## config.mk

```make
export PLATFORM = sky130hd
export DESIGN_NAME = lhc_ctrl
export DESIGN_NICKNAME = d
export VERILOG_FILES = /design/src/rtl/core/lhc_pkg.sv /design/src/rtl/core/lhc_ctrl.sv
export SDC_FILE = /design/constraint.sdc
export NUM_CORES = 1
export LEC_CHECK = 0
export BUFFER_PORTS_ARGS = -buffer_cell sky130_fd_sc_hd__clkbuf_2
export CORE_MARGIN = 4
export CORE_UTILIZATION = 51
export CTS_BUF_LIST = sky130_fd_sc_hd__clkbuf_4 sky130_fd_sc_hd__clkbuf_8 sky130_fd_sc_hd__clkbuf_16
export CTS_CLUSTER_DIAMETER = 150
export DETAILED_ROUTE_END_ITERATION = 16
export GPL_ROUTABILITY_DRIVEN = 0
export HOLD_SLACK_MARGIN = 0.12
export PLACE_DENSITY = 0.87
export SLEW_MARGIN = 20
export SYNTH_ARGS = -nofsm -noshare
export SYNTH_HDL_FRONTEND = slang
export SYNTH_SLANG_ARGS = --single-unit
```

## constraint.sdc

```tcl
create_clock -name clk -period 1.8 [get_ports clk]
set_input_delay 0.09 -clock clk [delete_from_list [all_inputs] [get_ports clk]]
set_output_delay 0.09 -clock clk [all_outputs]
set_load 0.1 [all_outputs]
```

## src/rtl/core/lhc_pkg.sv

```systemverilog
`timescale 1ns / 1ps
package lhc_pkg;

    // Field widths
    localparam int KEY_W      = 15;
    localparam int CNT_W      = 16;
    localparam int OUT_IDX_W  = 10;
    localparam int PROD_W     = 2 * KEY_W;

    // Defaults for the top-level parameters
    localparam int DEF_ENTRY_COUNT      = 1024;
    localparam int DEF_BUCKET_COUNT     = 31;
    localparam int DEF_SLOTS_PER_BUCKET = 64;

    // Reset values
    localparam logic [CNT_W-1:0] COUNT_MAX      = 16'hFFFF;
    localparam logic [CNT_W-1:0] RESET_COUNT    = 16'd314;
    localparam int               RESET_DEP_STEP = 17;
    localparam logic [CNT_W-1:0] RESET_LIMIT    = 16'h8FFF;

    // Datapath micro-operations
    typedef enum logic [4:0] {
        OP_NOP,
        OP_INIT,
        OP_LOAD,
        OP_MOD_OLD,
        OP_BKT_NEW,
        OP_BKT_OLD,
        OP_RD_NEW,
        OP_RD_OLD,
        OP_ENT_RD,
        OP_NEXT,
        OP_HIT,
        OP_VINIT,
        OP_VSCAN,
        OP_UNMAP,
        OP_REKEY,
        OP_MAP,
        OP_FAIL,
        OP_EMIT
    } op_t;

    typedef struct packed {
        op_t op;
    } cmd_t;

    typedef struct packed {
        logic init_last;
        logic mod_done;
        logic slot_last;
        logic slot_valid;
        logic key_match;
        logic idx_match;
        logic ent_last;
        logic have_victim;
        logic out_free;
    } sts_t;

    function automatic logic [CNT_W-1:0] sat_inc(input logic [CNT_W-1:0] c);
        return (c == COUNT_MAX) ? c : c + 16'd1;
    endfunction

endpackage

```

## src/rtl/core/lhc_ctrl.sv

```systemverilog
`timescale 1ns / 1ps
module lhc_ctrl (
    input  logic          clk,
    input  logic          rst_n,
    input  logic          in_valid,
    output logic          in_ready,
    input  lhc_pkg::sts_t sts,
    output lhc_pkg::cmd_t cmd
);
    import lhc_pkg::*;

    typedef enum logic [15:0] {
        S_INIT     = 16'h0001,
        S_IDLE     = 16'h0002,
        S_WAIT_NEW = 16'h0004,
        S_HRD      = 16'h0008,
        S_HSLOT    = 16'h0010,
        S_HCMP     = 16'h0020,
        S_VSCAN    = 16'h0040,
        S_VTAIL    = 16'h0080,
        S_VCHK     = 16'h0100,
        S_WAIT_OLD = 16'h0200,
        S_URD      = 16'h0400,
        S_USLOT    = 16'h0800,
        S_REKEY    = 16'h1000,
        S_MRD      = 16'h2000,
        S_MSLOT    = 16'h4000,
        S_RES      = 16'h8000
    } state_t;

    state_t state_reg;
    state_t state_next;

    // Sequence one lookup through hit scan, victim scan, unmap and map
    always_comb
    begin
        state_next = state_reg;
        cmd.op     = OP_NOP;
        unique case (state_reg)
            S_INIT:
            begin
                cmd.op = OP_INIT;
                if (sts.init_last)
                begin
                    state_next = S_IDLE;
                end
            end
            S_IDLE:
            begin
                if (in_valid)
                begin
                    cmd.op     = OP_LOAD;
                    state_next = S_WAIT_NEW;
                end
            end
            S_WAIT_NEW:
            begin
                if (sts.mod_done)
                begin
                    cmd.op     = OP_BKT_NEW;
                    state_next = S_HRD;
                end
            end
            S_HRD:
            begin
                cmd.op     = OP_RD_NEW;
                state_next = S_HSLOT;
            end
            S_HSLOT:
            begin
                if (sts.slot_valid)
                begin
                    cmd.op     = OP_ENT_RD;
                    state_next = S_HCMP;
                end
                else if (sts.slot_last)
                begin
                    cmd.op     = OP_VINIT;
                    state_next = S_VSCAN;
                end
                else
                begin
                    cmd.op     = OP_NEXT;
                    state_next = S_HRD;
                end
            end
            S_HCMP:
            begin
                if (sts.key_match)
                begin
                    cmd.op     = OP_HIT;
                    state_next = S_RES;
                end
                else if (sts.slot_last)
                begin
                    cmd.op     = OP_VINIT;
                    state_next = S_VSCAN;
                end
                else
                begin
                    cmd.op     = OP_NEXT;
                    state_next = S_HRD;
                end
            end
            S_VSCAN:
            begin
                cmd.op = OP_VSCAN;
                if (sts.ent_last)
                begin
                    state_next = S_VTAIL;
                end
            end
            S_VTAIL:
            begin
                state_next = S_VCHK;
            end
            S_VCHK:
            begin
                if (sts.have_victim)
                begin
                    cmd.op     = OP_MOD_OLD;
                    state_next = S_WAIT_OLD;
                end
                else
                begin
                    cmd.op     = OP_FAIL;
                    state_next = S_RES;
                end
            end
            S_WAIT_OLD:
            begin
                if (sts.mod_done)
                begin
                    cmd.op     = OP_BKT_OLD;
                    state_next = S_URD;
                end
            end
            S_URD:
            begin
                cmd.op     = OP_RD_OLD;
                state_next = S_USLOT;
            end
            S_USLOT:
            begin
                if (sts.slot_valid && sts.idx_match)
                begin
                    cmd.op     = OP_UNMAP;
                    state_next = S_REKEY;
                end
                else if (sts.slot_last)
                begin
                    state_next = S_REKEY;
                end
                else
                begin
                    cmd.op     = OP_NEXT;
                    state_next = S_URD;
                end
            end
            S_REKEY:
            begin
                cmd.op     = OP_REKEY;
                state_next = S_MRD;
            end
            S_MRD:
            begin
                cmd.op     = OP_RD_NEW;
                state_next = S_MSLOT;
            end
            S_MSLOT:
            begin
                if (!sts.slot_valid)
                begin
                    cmd.op     = OP_MAP;
                    state_next = S_RES;
                end
                else if (sts.slot_last)
                begin
                    cmd.op     = OP_FAIL;
                    state_next = S_RES;
                end
                else
                begin
                    cmd.op     = OP_NEXT;
                    state_next = S_MRD;
                end
            end
            S_RES:
            begin
                if (sts.out_free)
                begin
                    cmd.op     = OP_EMIT;
                    state_next = S_IDLE;
                end
            end
            default:
            begin
                state_next = S_INIT;
            end
        endcase
    end

    always_ff @(posedge clk or negedge rst_n)
    begin
        if (!rst_n)
        begin
            state_reg <= S_INIT;
        end
        else
        begin
            state_reg <= state_next;
        end
    end

    assign in_ready = (state_reg == S_IDLE);

    a_one_at_a_time: assert property (@(posedge clk) disable iff (!rst_n)
        (in_valid && in_ready) |=> !in_ready)
        else $error("second word accepted while a lookup is in flight");

    a_emit_only_when_free: assert property (@(posedge clk) disable iff (!rst_n)
        (cmd.op == OP_EMIT) |-> sts.out_free)
        else $error("result issued over an untaken word");

endmodule

```

==> results of run 1 <==
synthesized netlist by cell type (2+ instances only):
cell type	number
and2_1	2
o22ai_1	3
nor4b_1	6
nor2_1	17
o21ai_1	2
o32ai_1	2
nor3_1	7
o21ai_0	5
or2_1	2
and3_1	3
nand3_1	4
buf_4	2
nor4_4	3
nand2_1	11
inv_1	4
nor2b_1	7
buf_2	3
a211oi_1	2
nand2b_1	3
or4b_2	4
or4_1	5
dfrtp_1	15
nand4_1	7
xnor2_1	2
nand3b_1	2
a21oi_1	5
stage by stage:
stage	utilization (%)	setup TNS, ps	cell area, um^2	std cells
floorplan	-	-1590	1360	153
global placement	77.6	-937	1920	246
detailed placement	77.6	-2190	1920	246
CTS	90.1	-4060	2230	264
logic make-up after synthesis:
logic type	after synthesis
simple gates	90
flops	16
buf+inv	11
compound gates	33
xor+xnor	3
timing repair:
action / CTS
setup buffers: 13
endpoints found under the hold margin: 20
hold buffers: 4
pin swaps: 15
resized for setup: 31
endpoints found under the setup margin: 13
==> impl_results.md, run 1 <==
- Last stage reached: 5_1_grt
- Synth top area share: 28.2%
- Post-synth EDFFs: 0
- Core Rows: 18
- Seq/Total Area, Yosys: 30.2%
- Combinational family with the most area after synthesis: simple AND/OR/NAND/NOR gates
- Chip height: 59.0 um
- Total I/O pin count: 18
- Pre-CTS setup slack: -284 ps
- Error message: [ERROR DPL-0033] detailed placement checks failed during check placement.
- Detail Placement HPWL: 3850 um
- Post-Synth Simple-Gate Area: 44.1%
- CTS Buf Count: 3
- Synthesized Nets: 165
- Yosys warning total: 0
- Worst EP kind: top-level output
- IO Port Bufs: 17
- Yosys top cell by area: dfrtp_1
- Status: did not finish
- Starting density of the core: 53.6%
- Antenna violations before repair: 0
- Mean post-synth cell area: 8.68 um^2
- Grt repair worst endpoint: cmd[2]
- Die Width: 59.0 um
- H-tree depth: 1
- Post-Synth Adder-Cell Area: 0%
- Cell area after synthesis: 1330 um^2
- Root Buffer: clkbuf_4
- FFs w/ async S/R, synth: 100%
- Cells after Synth: 153
- Pin count of the biggest net entering global routing: 17
- Max Buffers Root-to-Sink: 2
- Yosys reg bits: 16
- Synth Area in Compound Gates: 19.1%
- Xor and xnor area share after synthesis: 1.98%
- Top cells by area in the synthesized netlist: dfrtp_1, nor2_1, nor4_4
- Synth unique cells: 51
- Post-synthesis mux area share: 0%
- Ys flop type: dfrtp_1
- CTS sink count: 16
==> run 2, diff against run 1 <==
==> config.mk (replaced) <==
export PLATFORM = sky130hd
export DESIGN_NAME = lhc_ctrl
export DESIGN_NICKNAME = d
export VERILOG_FILES = /design/src/rtl/core/lhc_pkg.sv /design/src/rtl/core/lhc_ctrl.sv
export SDC_FILE = /design/constraint.sdc
export NUM_CORES = 1
export LEC_CHECK = 0
export BUFFER_PORTS_ARGS = -buffer_cell sky130_fd_sc_hd__clkbuf_2
export CORE_AREA = 4 4 65 67
export DETAILED_ROUTE_END_ITERATION = 16
export DIE_AREA = 0 0 69 71
export GPL_ROUTABILITY_DRIVEN = 0
export PLACE_DENSITY_LB_ADDON = 0.15
export SLEW_MARGIN = 20
export SYNTH_ARGS = -nofsm -noshare
export SYNTH_HDL_FRONTEND = slang
export SYNTH_SLANG_ARGS = --single-unit
==> constraint.sdc (replaced) <==
create_clock -name clk -period 2.35 [get_ports clk]
set_input_delay 0.1175 -clock clk [delete_from_list [all_inputs] [get_ports clk]]
set_output_delay 0.1175 -clock clk [all_outputs]
set_load 0.1 [all_outputs]
==> impl_results.md, run 2 <==
- Yosys warning total: 0
- Endpoints failing hold: 0
- Reg clk slew, reported paths: 60 ps
- Failing checks: negative setup slack
- Met2 usage: 26.5%
- Mean post-synth cell area: 8.68 um^2
- Synth top area share: 28.2%
- Yosys top cell by area: dfrtp_1
- FFs w/ async S/R, synth: 100%
- Top cells by area in the synthesized netlist: dfrtp_1, nor2_1, nor4_4
- CORE AREA: 3630 um^2
- Reg2Reg Depth: 7
- Status: complete, but fails checks
- Vias in the first global route: 1,355
- GRT Max-Usage Layer: met2
- Met1 Use GR: 21.4%
- CP startpoint kind: flop
- Internal Power: 0.785 mW
- Pwr Total: 1.36 mW
- Register area: 409 um^2
- Die area: 4900 um^2
- Slew headroom: 69.5%
- Root Buffer: clkbuf_8
- Yosys reg bits: 16
- # setup viols final: 2
- DRT Pass-1 Iters: 5
- Peak VDD IR: 434 uV
- Most frequent cells in the layout: nor2_1, buf_4, clkbuf_2, nand2_1, dfrtp_1
- Grt ovf: 0
- Crit path launch: state_reg[1]$_DFFE_PN0P_
- Synthesized Nets: 165
- PwrDens: 785 nW/um^2
- Ys flop type: dfrtp_1
- Total GRT Usage: 16.4%
- Static leakage: 0.781 nW
- Max_cap viols: 0
- CTS Buf Count: 3
- Final Cycle Share: 102%
- Antenna violations before repair: 0
- Antenna Nets Post-Route: 0
- DRT Wirelength: 3960 um
- R2R Path End: state_reg[7]$_DFFE_PN0P_
- Worst clock skew: 5.52 ps
- IO Port Bufs: 17
- HP Class: input port to flop
- Detail Placement HPWL: 2970 um
- Sw power: 0.575 mW
- Seq/Total Area, Yosys: 30.2%
- Cell area after synthesis: 1330 um^2
- DR WL/cell: 17.1 um
- Required time of the critical path: 2230 ps
- CTS sink count: 16
- RSZ-0062 raised after global routing: true
- Synth unique cells: 51
- Fill cells: 366
- CTS tree: done
- DR iter-0 viols: 157
- DRC: 0
- R2R Path Start: state_reg[0]$_DFFE_PN1P_
- Starting density of the core: 36.6%
- Clock share of power: 18.1%
- Cells after Synth: 153
- Switching share of power: 42.3%
- HP Start: sts[2]
- Core Rows: 22
- Comb pwr share: 56.3%
- Layout net count: 196
- Critical path arrival: 2280 ps
- Chip height: 71 um
- Critical path peak fanout: 6
- Max Buffers Root-to-Sink: 2
- Final worst slack: -47.4 ps
- Max frequency: 0.417 GHz
- Die Width: 69 um
- Latest clock arrival within the worst-skew pair: 260 ps
- WHS: 77.8 ps
- Commonest non-fill, non-tap cell in the layout: nor2_1
- Antenna cells: 0
- P&R area growth vs syn: 30.4%
- Grt met3 use: 4.69%
- Post-synth top cells: nor2_1, dfrtp_1, nand2_1
- Fraction of layout cells with a size suffix above 1: 36.6%
- Max reg flops: 16
- Pin count of the biggest net entering global routing: 17
- CP endpoint kind: primary output
- Setup crit end: cmd[2]
- Tmin final: 2400 ps
- Global-route wire length before repair: 6540 um
- Area of the multi-input gates: 898 um^2
- Slew Limit Fails: 0
- H-tree depth: 1
- Setup TNS: -83.4 ps
- Seq pwr share: 25.6%
- Vias per inst: 6.09
- Slew @ Worst Pin: 455 ps
- Total I/O pin count: 18
- Via count: 1,407
- Most common cell in the netlist: nor2_1
- Flop2flop setup slack: 350 ps
- Post-synth EDFFs: 0
- Worst Path Class, Setup: flop to primary output
[run 2: what timing repair did]
item | CTS | global route
endpoints found under the setup margin | 5 | 5
pin swaps | 2 | 4
setup buffers | 8 | 3
endpoints found under the hold margin | 15 | 0
hold buffers | 1 | 0
gates cloned | 0 | 1
resized for setup | 4 | 7
[run 2: worst min-delay path by stage]
stage,depth (start not counted),endpoint,slack (ps)
6_report,2,state_reg[6]$_DFFE_PN0P_,80
5_1_grt,2,state_reg[6]$_DFFE_PN0P_,90
4_1_cts,2,state_reg[6]$_DFFE_PN0P_,70
3_5_place_dp,1,state_reg[4]$_DFFE_PN0P_,70
3_3_place_gp,1,state_reg[4]$_DFFE_PN0P_,70
2_1_floorplan,0,state_reg[10]$_DFFE_PN0P_,-180
[run 2: final cells by class]
cell class                 instances  area share, %
multi-input combinational        126           51.8
clock buffer                       4           3.18
tap                               48           3.47
inverter                           4          0.866
timing repair buffer              33           17.0
sequential                        16           23.6
[run 2: layer usage]
layer	wire, um	vias up
met5	0	-
met4	88	0
met3	290	11
met2	1870	54
met1	1710	692
li1	-	650
[run 2: logic make-up (layout without fill, tap and decap cells)]
family	count (synthesis)	after routing	share of synthesized area, %
and+or+nand+nor	90	90	44.1
DFF	16	16	30.2
AOI/OAI and AO/OA	33	33	19.1
buffers and inverters	11	41	4.61
xor gates and xnor gates	3	3	1.98
[run 2: per-stage QoR]
step	instance area, um^2	instances	util (%)	worst slack (ps)
6_report	1730	231	47.7	-47.4
5_1_grt	1730	231	47.7	-111
4_1_cts	1690	227	46.5	21.6
3_5_place_dp	1560	214	42.8	105
3_3_place_gp	1560	214	42.8	184
2_1_floorplan	1350	153	-	-352
[run 2: power by group through the flow]
stage	logic [mW]	registers, mW	clock network, mW
6_report	0.765	0.349	0.246
5_1_grt	0.813	0.353	0.267
4_1_cts	0.697	0.340	0.255
3_5_place_dp	0.661	0.352	0
3_3_place_gp	0.665	0.350	0
2_1_floorplan	0.455	0.337	0
[run 2: critical path: stages, from the launching register on]
cell and delay (ps):
dfrtp_2 450, buf_4 160, or4b_2 680, o22ai_1 220
nand2_2 110, o211ai_2 90, or4_4 160, buf_12 160
Note: power is estimated with default switching activity, not from simulation.
